==> config.mk <==
export PLATFORM = sky130hd
export DESIGN_NAME = svf_iter
export DESIGN_NICKNAME = d
export VERILOG_FILES = /design/src/hw/rtl/svf_pkg.sv /design/src/hw/rtl/svf_iter.sv
export SDC_FILE = /design/constraint.sdc
export NUM_CORES = 1
export LEC_CHECK = 0
export ABC_AREA = 1
export BUFFER_PORTS_ARGS = -buffer_cell sky130_fd_sc_hd__buf_2
export CAP_MARGIN = 20
export CELL_PAD_IN_SITES_DETAIL_PLACEMENT = 1
export CELL_PAD_IN_SITES_GLOBAL_PLACEMENT = 2
export CORE_ASPECT_RATIO = 0.7
export CORE_UTILIZATION = 34
export CTS_CLUSTER_SIZE = 16
export DETAILED_ROUTE_END_ITERATION = 16
export GPL_ROUTABILITY_DRIVEN = 1
export HOLD_SLACK_MARGIN = 0.15
export PLACE_DENSITY_LB_ADDON = 0.12
export SETUP_SLACK_MARGIN = 0.05
export SLEW_MARGIN = 20
export SYNTH_ARGS = -nofsm -noshare
export SYNTH_HDL_FRONTEND = slang
export SYNTH_SLANG_ARGS = --single-unit
==> constraint.sdc <==
create_clock -name clk -period 8.7 [get_ports clk]
set_input_delay 1.74 -clock clk [delete_from_list [all_inputs] [get_ports clk]]
set_output_delay 1.74 -clock clk [all_outputs]
set_load 0.05 [all_outputs]
==> src/hw/rtl/svf_pkg.sv <==
// Shared types, constants and codes for the spring vector follower.
package svf_pkg;

  localparam int DATA_WIDTH_DEF = 32;
  localparam int MB_W           = 33;

  localparam logic [11:0] DT_MAX     = 12'd2185;
  localparam logic [5:0]  DAMP_K     = 6'd35;
  localparam logic [63:0] TQ_NUM     = 64'd4480 << 16;
  localparam logic [30:0] MS_RESET   = 31'd655360;
  localparam logic [30:0] K_SAT      = 31'h7FFF_FFFF;
  localparam logic        REG_MAX_SPEED = 1'b0;

  typedef enum logic [3:0] {
    S_IDLE,
    S_DIV_T,
    S_MUL_K,
    S_MUL_DK,
    S_MUL_V35,
    S_MUL_ADT,
    S_MUL_NV2,
    S_MUL_MS2,
    S_SQRT,
    S_MUL_NVMS,
    S_DIV_M,
    S_CHECK,
    S_MUL_NVDT,
    S_MUL_ED,
    S_FINISH
  } state_t;

  typedef enum logic {
    IT_DIV,
    IT_SQRT
  } iter_op_t;

  typedef struct packed {
    logic     start;
    iter_op_t op;
  } iter_req_t;

  typedef struct packed {
    logic signed [31:0] pos_now_x;
    logic signed [31:0] pos_now_y;
    logic signed [31:0] pos_now_z;
    logic signed [31:0] target_x;
    logic signed [31:0] target_y;
    logic signed [31:0] target_z;
    logic [15:0]        frame_time;
    logic [15:0]        damping_rate;
  } in_item_t;

  typedef struct packed {
    logic signed [31:0] new_x;
    logic signed [31:0] new_y;
    logic signed [31:0] new_z;
    logic               snapped;
  } out_item_t;

endpackage

==> src/hw/rtl/svf_iter.sv <==
// Bit-serial divider and square root sharing one 32-step sequencer.
module svf_iter import svf_pkg::*; (
  input  logic        clk,
  input  logic        rst_n,
  input  iter_req_t   req,
  input  logic [63:0] num,
  input  logic [31:0] den,
  output logic        done,
  output logic [31:0] res
);

  logic        busy_r;
  logic        done_r;
  logic [4:0]  cnt_r;
  iter_op_t    op_r;
  logic [63:0] x_r;
  logic [32:0] rem_r;
  logic [63:0] res_r;
  logic [63:0] bit_r;
  logic [31:0] den_r;

  logic [32:0] sh;
  logic        ge;
  logic [63:0] trial;
  logic        sq_ge;

  assign sh    = {rem_r[31:0], x_r[63]};
  assign ge    = sh >= {1'b0, den_r};
  assign trial = res_r + bit_r;
  assign sq_ge = x_r >= trial;

  always_ff @(posedge clk) begin
    if (!rst_n) begin
      busy_r <= 1'b0;
      done_r <= 1'b0;
      cnt_r  <= '0;
    end else begin
      done_r <= 1'b0;
      if (req.start) begin
        busy_r <= 1'b1;
        cnt_r  <= '0;
      end else if (busy_r) begin
        cnt_r <= cnt_r + 5'd1;
        if (cnt_r == 5'd31) begin
          busy_r <= 1'b0;
          done_r <= 1'b1;
        end
      end
    end
  end

  always_ff @(posedge clk) begin
    if (req.start) begin
      op_r  <= req.op;
      den_r <= den;
      res_r <= '0;
      bit_r <= 64'd1 << 62;
      if (req.op == IT_DIV) begin
        rem_r <= {1'b0, num[63:32]};
        x_r   <= {num[31:0], 32'b0};
      end else begin
        rem_r <= '0;
        x_r   <= num;
      end
    end else if (busy_r) begin
      case (op_r)
        IT_DIV: begin
          rem_r <= ge ? (sh - {1'b0, den_r}) : sh;
          res_r <= {res_r[62:0], ge};
          x_r   <= {x_r[62:0], 1'b0};
        end
        IT_SQRT: begin
          if (sq_ge) begin
            x_r   <= x_r - trial;
            res_r <= (res_r >> 1) + bit_r;
          end else begin
            res_r <= res_r >> 1;
          end
          bit_r <= bit_r >> 2;
        end
        default: begin
          res_r <= res_r;
        end
      endcase
    end
  end

  assign done = done_r;
  assign res  = res_r[31:0];

endmodule

==> results.ini <==
[timing]
period_share_pct=80.2
setup_violations=0
slew_viol_final=0
post-route-min-period_ps=6970
tns_ps=0
clock_skew_ps=29.7
worst_pin_slew_ps=1020
fmax_ghz=0.143
hold_viol_final=0
max_slew_margin_pct=32.2
rsz0062_at_grt=no

[hold_path]
hold_depth=2
hold_class=flip-flop to flip-flop
worstHoldEndpoint=cnt_r[4]
worstHoldStart=cnt_r[4]

[synthesis]
ys_warn_count=0
yosysTopAreaCell=nand2_1
synth-main-ff-cell=edfxtp_1
synth_top_area_share_pct=17.8
seq_area_frac_synth_pct=22.8
avgSynthCellArea_um2=5.94
synth_edf_count=129
synthCells=4388
ys_ff_latch=232
syn_area_um2=26100
synth_area_leaders=nand2_1 (18%), edfxtp_1 (15%), inv_1 (8.5%), dfxtp_1 (7.9%), nor2_1 (7.9%)
async_flop_share_pct=0
synth.distinct_cells=53
synth_fp_nets=4654

[finish]
finalNonFillerCells=5428
areaGrowthSynthToFinish_pct=9.14
diodes=0
layout-drive-gt1-share_pct=5.95
nNetsFinal=4680
final_common_cell=nand2_1
layout.cells.most_common_list=nand2_1 (1236), inv_1 (587), nor2_1 (547)

[cts]
cts_buffer_depth=3
hold_buffers=0
clock_latency_ps=630
clock-root-buffer=clkbuf_16
cts_resized=0
tritoncts=done
cts.sinks=232
h-tree-depth=1
cts_made_buffers=31
clk_pin_slew_ps=60
cts_setup_buffers=0

[pwr]
combPwrFrac_pct=52.3
internal_power_uw=3130
pwr-share-seq_pct=25.6
clkPwrFrac_pct=22.1
finalPower_uw=6210
ir_worst_vdd_mv=0.175
p_per_area_nw_per_um2=218
p_leak_uw=0.0127
netSwitchingPower_uw=3080
p_sw_share_pct=49.6

[die]
die_x_um=333
io_pins=133
dieArea_um2=77800
core_um2=75500
num_rows=84
start_util_pct=34.5
dieHeight_um=234

[drt]
detail_route.wl_per_cell_um=24.5
drt-total-wl_um=133000
via_per_inst=5.48
vias=29800
first_pass_iters=8
ant_nets=0
drc_errors=0
drtIter0Drc=2998

[grt]
overflow=0
antenna_found_initial=1
grt_max_degree=74
grt_use_total_pct=33.5
grt_pass1_wl_um=193000
first_global_vias=28000

[setup_path]
cp_max_fo=52
critPathArrivalTime_ps=7280
r2r-end=x_r[28]
reg2reg_slack_ps=1730
cp-start-kind=flip-flop
end_kind=flip-flop
cp.required_ps=9000
crit_type=flip-flop to flip-flop
reg2reg_depth=20
r2r-start=res_r[6]

[place]
place_congestion=1.00
place_inst=5370
hpwl_um=110000
io_buffers=132

[status]
status=finished, final reports clean

[run]
drv_cap=0

-- critical path: stages, from the launching register on --
cell and delay, ps:
dfxtp_1 570, ha_1 280, nand2_1 110, nor2_1 220, nand2_1 70, o21bai_1 510, a21boi_0 310, o21ai_1 470
xor2_1 220, ha_1 470, nand2_1 160, nor2_2 230, nand2_1 220, nor2_2 260, nand4_1 270, nand3_2 250
nand2_4 470, nand2_4 400, inv_1 110, a31oi_4 590, buf_12 330
-- cell usage after synthesis, drive strengths merged (9+ instances only) --
cell type,n
nand2,1245
inv,599
nor2,561
o21ai,371
nand3,357
a21oi,308
ha,164
edfxtp,129
dfxtp,103
clkbuf,84
buf,80
xor2,77
xnor2,52
nor3,48
nand3b,37
nand4,30
a22oi,29
o21bai,27
a21o,15
o211ai,14
a21boi,9
-- logic make-up after synthesis --
logic type      after synthesis  synth area share, %
compound gates              800                 16.7
xor+xnor                    129                 4.34
fa+ha+maj                   166                 8.03
buf+inv                     764                 11.8
flops                       232                 22.8
simple gates               2297                 36.3
-- per-stage QoR --
stage	setup slack [ps]	utilization, %	hold WS [ps]	instance area [um^2]
floorplan	1700	-	445	26100
global placement	1970	36.3	458	27400
detailed placement	1980	36.3	465	27400
CTS	1950	37.7	474	28400
global route	1590	37.7	521	28400
finish	1730	37.7	470	28400
-- how the worst max path moves through the flow --
| stage | to | slack, ps | startpoint |
|---|---|---|---|
| 2_1_floorplan | x_r[0] | 1700 | res_r[6] |
| 3_3_place_gp | x_r[28] | 1970 | res_r[6] |
| 3_5_place_dp | x_r[28] | 1980 | res_r[6] |
| 4_1_cts | x_r[28] | 1950 | res_r[6] |
| 5_1_grt | x_r[28] | 1590 | res_r[6] |
| 6_report | x_r[28] | 1730 | res_r[6] |
-- cell type report --
type | instances | area (um^2)
multi-input cells | 3392 | 17100
inverters | 600 | 2250
repair buffers | 157 | 883
fillers | 10300 | 47000
flip-flops and latches | 232 | 5940
clock buffers | 40 | 851
well taps | 989 | 1240
clock inverters | 18 | 194
-- power groups by stage --
stage | Clock [uW] | Combinational (uW) | Sequential, uW
2_1_floorplan | 0 | 2200 | 1470
3_3_place_gp | 0 | 3160 | 1600
3_5_place_dp | 0 | 3170 | 1600
4_1_cts | 1390 | 3190 | 1580
5_1_grt | 1430 | 3560 | 1600
6_report | 1370 | 3250 | 1590
-- sequential cells by signal (all words and copies together) (netlist names) --
| name | count |
|---|---|
| done | 1 |
| res_r | 64 |
| busy_r | 1 |
| cnt_r | 5 |
| x_r | 64 |
| rem_r | 32 |
| den_r | 32 |
| bit_r | 32 |
| op_r | 1 |
-- per-layer routing --
metal	global-route usage, %	vias up	routed length, um
li1	-	14300	-
met1	52.5	14300	68200
met2	43.5	1071	48800
met3	10.5	96	14000
met4	5.01	4	2070
met5	0	-	26
Note: power is estimated with default switching activity, not from simulation.
