==> config.mk <==
export PLATFORM = sky130hd
export DESIGN_NAME = svf_mul
export DESIGN_NICKNAME = d
export VERILOG_FILES = /design/src/hw/rtl/svf_pkg.sv /design/src/hw/rtl/svf_mul.sv
export SDC_FILE = /design/constraint.sdc
export NUM_CORES = 2
export LEC_CHECK = 0
export ABC_AREA = 1
export BUFFER_PORTS_ARGS = -buffer_cell sky130_fd_sc_hd__clkbuf_2
export CAP_MARGIN = 20
export CORE_ASPECT_RATIO = 1.25
export CORE_UTILIZATION = 50
export DETAILED_ROUTE_END_ITERATION = 12
export GPL_ROUTABILITY_DRIVEN = 0
export PLACE_DENSITY = 0.63
export SYNTH_ARGS = -nofsm -noshare
export SYNTH_HDL_FRONTEND = slang
export SYNTH_SLANG_ARGS = --single-unit
==> constraint.sdc <==
create_clock -name clk -period 23.8 [get_ports clk]
set_clock_uncertainty 0.15 [all_clocks]
set_input_delay 0 -clock clk [delete_from_list [all_inputs] [get_ports clk]]
set_output_delay 0 -clock clk [all_outputs]
set_load 0.005 [all_outputs]
==> src/hw/rtl/svf_pkg.sv <==
// Shared types, constants and codes for the spring vector follower.
package svf_pkg;

  localparam int DATA_WIDTH_DEF = 32;
  localparam int MB_W           = 33;

  localparam logic [11:0] DT_MAX     = 12'd2185;
  localparam logic [5:0]  DAMP_K     = 6'd35;
  localparam logic [63:0] TQ_NUM     = 64'd4480 << 16;
  localparam logic [30:0] MS_RESET   = 31'd655360;
  localparam logic [30:0] K_SAT      = 31'h7FFF_FFFF;
  localparam logic        REG_MAX_SPEED = 1'b0;

  typedef enum logic [3:0] {
    S_IDLE,
    S_DIV_T,
    S_MUL_K,
    S_MUL_DK,
    S_MUL_V35,
    S_MUL_ADT,
    S_MUL_NV2,
    S_MUL_MS2,
    S_SQRT,
    S_MUL_NVMS,
    S_DIV_M,
    S_CHECK,
    S_MUL_NVDT,
    S_MUL_ED,
    S_FINISH
  } state_t;

  typedef enum logic {
    IT_DIV,
    IT_SQRT
  } iter_op_t;

  typedef struct packed {
    logic     start;
    iter_op_t op;
  } iter_req_t;

  typedef struct packed {
    logic signed [31:0] pos_now_x;
    logic signed [31:0] pos_now_y;
    logic signed [31:0] pos_now_z;
    logic signed [31:0] target_x;
    logic signed [31:0] target_y;
    logic signed [31:0] target_z;
    logic [15:0]        frame_time;
    logic [15:0]        damping_rate;
  } in_item_t;

  typedef struct packed {
    logic signed [31:0] new_x;
    logic signed [31:0] new_y;
    logic signed [31:0] new_z;
    logic               snapped;
  } out_item_t;

endpackage

==> src/hw/rtl/svf_mul.sv <==
// Two-pass shared multiplier: A_W bits by 33 bits, one 17-bit slice of b per cycle.
module svf_mul import svf_pkg::*; #(
  parameter int A_W = 48
) (
  input  logic                  clk,
  input  logic                  rst_n,
  input  logic                  start,
  input  logic [A_W-1:0]        a,
  input  logic [MB_W-1:0]       b,
  output logic                  done,
  output logic [A_W+MB_W-1:0]   f
);

  logic                    busy_r;
  logic                    done_r;
  logic [A_W+16:0]         lo_r;
  logic [A_W+MB_W-1:0]     f_r;
  logic [16:0]             bsel;
  logic [A_W+16:0]         prod;

  assign bsel = busy_r ? b[32:16] : {1'b0, b[15:0]};
  assign prod = (A_W+17)'(a) * (A_W+17)'(bsel);

  always_ff @(posedge clk) begin
    if (!rst_n) begin
      busy_r <= 1'b0;
      done_r <= 1'b0;
    end else begin
      done_r <= 1'b0;
      if (start) begin
        busy_r <= 1'b1;
      end else if (busy_r) begin
        busy_r <= 1'b0;
        done_r <= 1'b1;
      end
    end
  end

  always_ff @(posedge clk) begin
    if (start) begin
      lo_r <= prod;
    end
    if (busy_r) begin
      f_r <= (A_W+MB_W)'(lo_r) + {prod, 16'b0};
    end
  end

  assign done = done_r;
  assign f    = f_r;

endmodule

==> results.sh <==
export IMPL_drv_cap=0
export IMPL_finalHoldViolCount=0
export IMPL_max_stage_delay_ns=0.84
export IMPL_boundaryPins=166
export IMPL_grt_pass1_wl_mm=168
export IMPL_grt_usage_pct=31.1
export IMPL_initial_core_util_pct=50.6
export IMPL_ant_nets=0
export IMPL_cts_path_max_buffers=2
export IMPL_synth_top_cell_area_share_pct=39.3
export IMPL_slew_headroom_pct=23.0
export IMPL_grt_max_degree=68
export IMPL_synth_distinct_cells=44
export IMPL_synth_largest_area_cell="fa_1"
export IMPL_rr_startpoint="busy_r$_SDFF_PN0_"
export IMPL_reg2reg_depth=35
export IMPL_wire_per_inst_um=19.3
export IMPL_worstSkewPairLatency_ns=0.45
export IMPL_final_setup_viol_count=0
export IMPL_syn_area_um2=35100
export IMPL_antenna_found_initial=2
export IMPL_synth_main_ff_cell="edfxtp_1"
export IMPL_synth_top_family_by_area="adder cells"
export IMPL_drt_initial_drc_count=1857
export IMPL_first_pass_iters=6
export IMPL_crit_start="busy_r$_SDFF_PN0_"
export IMPL_fp_dieW_um=239
export IMPL_yosysWarnings=0
export IMPL_seq_area_um2=4430
export IMPL_cp_num_buf_inv=9
export IMPL_drc=0
export IMPL_critPathSlowestCell="clkinv_1"
export IMPL_hold_depth=4
export IMPL_cts_sinks=148
export IMPL_syn_area_per_cell_um2=7.86
export IMPL_core_area_um2=69500
export IMPL_hold_class="input pin to flip-flop"
export IMPL_place_hpwl_mm=87.4
export IMPL_worstHoldStart="b[0]"
export IMPL_syn_num_nets=5436
export IMPL_criticalPathCategory="flip-flop to flip-flop"
export IMPL_rows=108
export IMPL_rsz0062_at_grt="no"
export IMPL_tightest_slew_ns=1.15
export IMPL_min_to="lo_r[0]$_DFFE_PP_"
export IMPL_arrival_ns=10.36
export IMPL_max_clock_freq_mhz=97.0
export IMPL_drive_gt1_share_pct=8.14
export IMPL_crit_path_start_kind="flip-flop"
export IMPL_synthArstFlopShare_pct=0
export IMPL_antenna_cells=0
export IMPL_tritoncts="done"
export IMPL_worst_r2r_endpoint="f[73]$_DFFE_PP_"
export IMPL_fillers=6835
export IMPL_synth_simple_area_share_pct=21.7
export IMPL_post_cts_buffers=0
export IMPL_synth_seq_cells=148
export IMPL_synth_compound_area_share_pct=3.56
export IMPL_num_vias=28800
export IMPL_multiInputGateArea_um2=25900
export IMPL_status="finished, final reports clean"
export IMPL_layout_min_cycle_time_ns=10.31
export IMPL_cts_htree_levels=4
export IMPL_finalCoreUtilization_pct=53.8
export IMPL_synth_adder_area_share_pct=46.0
export IMPL_slew_violations=0
export IMPL_fin_nets=5521
export IMPL_dieArea_um2=71400
export IMPL_synthMuxAreaShare_pct=0
export IMPL_synth_edff_count=146
export IMPL_synth_top_cells_by_area="fa_1 (39%), nand2_1 (13%), edfxtp_1 (12%), inv_1 (12%), ha_1 (6.7%)"
export IMPL_setup_tns_final_ns=0
export IMPL_portBuffers=165
export IMPL_syn_inst=4474
export IMPL_required_ns=23.85
export IMPL_area_delta_synth_final_pct=6.36
export IMPL_clkTransAtPathRegs_ns=0.08
export IMPL_synth_xor_area_share_pct=2.47
export IMPL_end_kind="flip-flop"
export IMPL_ys_seq_area_share_pct=12.6
export IMPL_cts_root_buf="clkbuf_16"
export IMPL_path_delay_family="adder cells"
export IMPL_cts_resized=0
export IMPL_grt_overflow=0
export IMPL_routed_wirelength_mm=107
export IMPL_grt_pass1_vias=30600
export IMPL_fin_crit_sh_pct=43.3
export IMPL_cts_made_buffers=17
export IMPL_r2r_slack_ns=13.49
export IMPL_crit_path_max_fanout=46
export IMPL_vias_per_cell=5.23
export IMPL_fp_dieH_um=298
[logic make-up after synthesis]
| family | Yosys count |
|---|---|
| fa+ha+maj | 878 |
| xor+xnor | 99 |
| compound gates | 224 |
| buf+inv | 1285 |
| simple gates | 1840 |
| flops | 148 |
[Yosys cell counts, types with 2 or more instances]
library cell and instances:
nand3b_1 5, nor3_1 4, xor2_1 65, nor2_2 25, a31oi_1 29, edfxtp_1 146, nand2_1 1185, fa_1 690
a21oi_2 2, nand2_2 36, nand2_4 6, and3_1 4, clkbuf_1 118, nand4_1 19, inv_2 20, a21oi_1 109
a21boi_1 2, o21ai_1 2, o21a_1 3, nor2_4 17, clkinv_1 12, inv_1 1135, xnor2_1 34, ha_1 188
nor4_1 6, nor3_2 2, o211ai_1 3, or2_2 32, nand3_2 11, nor2_1 417, o21bai_1 7, dfxtp_1 2
a21boi_0 5, o21ai_0 50, nand3_1 66, a21o_1 9
[state kept, by name, summed over array words and instances, names as in the netlist]
name,cells
done,1
lo_r,65
busy_r,1
f,81
[worst max-delay path by stage]
| stage | depth (start not counted) | slack [ns] | to |
|---|---|---|---|
| after floorplan | 36 | 13.72 | f[73]$_DFFE_PP_ |
| after global placement | 40 | 13.61 | f[76]$_DFFE_PP_ |
| after detailed placement | 40 | 13.64 | f[76]$_DFFE_PP_ |
| after CTS | 40 | 13.63 | f[76]$_DFFE_PP_ |
| after global routing | 35 | 13.04 | f[73]$_DFFE_PP_ |
| final | 35 | 13.49 | f[73]$_DFFE_PP_ |
[layer usage]
layer,global-route usage [%],wire (µm),vias up
met5,0,22,-
met1,37.5,40900,14200
li1,-,-,13100
met3,4.11,6870,316
met4,14.1,5520,4
met2,55.1,53200,1193
[metrics by stage]
stage | setup WS, ns | hold slack [ns] | area [µm²] | cells
global placement | 13.61 | 0.0881 | 36800 | 5474
global route | 13.04 | 0.116 | 37400 | 5507
CTS | 13.63 | 0.0523 | 37400 | 5507
finish | 13.49 | 0.0530 | 37400 | 5507
detailed placement | 13.64 | 0.0857 | 36800 | 5474
floorplan | 13.72 | -0.0780 | 35100 | 4474
[layout by cell type, fill, tap and decap left out, drive strengths merged, types with 29 or more instances in the layout]
master,instances
xor2,65
nor2,460
inv,1158
a31oi,29
nand2,1227
clkbuf,182
xnor2,34
ha,188
nand3,77
or2,33
a21oi,111
fa,690
o21ai,53
edfxtp,146
[layout make-up]
class | count | share of cell area, %
Clock buffer | 18 | 1.15
Inverter | 1167 | 11.7
Multi-Input combinational cell | 3041 | 69.3
Tap cell | 935 | 3.13
Clock inverter | 14 | 0.281
Timing Repair Buffer | 184 | 2.60
Sequential cell | 148 | 11.8
[tightest hold or removal path: stages]
cell and delay (ns):
clkbuf_2 0.07, or2_2 0.09, nand2_1 0.16, nor2_1 0.18
[timing repair]
action / 4_1_cts / 5_1_grt
hold buffers: 1 / 0
hold endpoints to repair: 2 / 0
endpoints found under the setup margin: 0 / 0
Power is left out: the tool's default activity adds up to more than one toggle a clock period on the data nets, which glitch-free logic cannot reach.
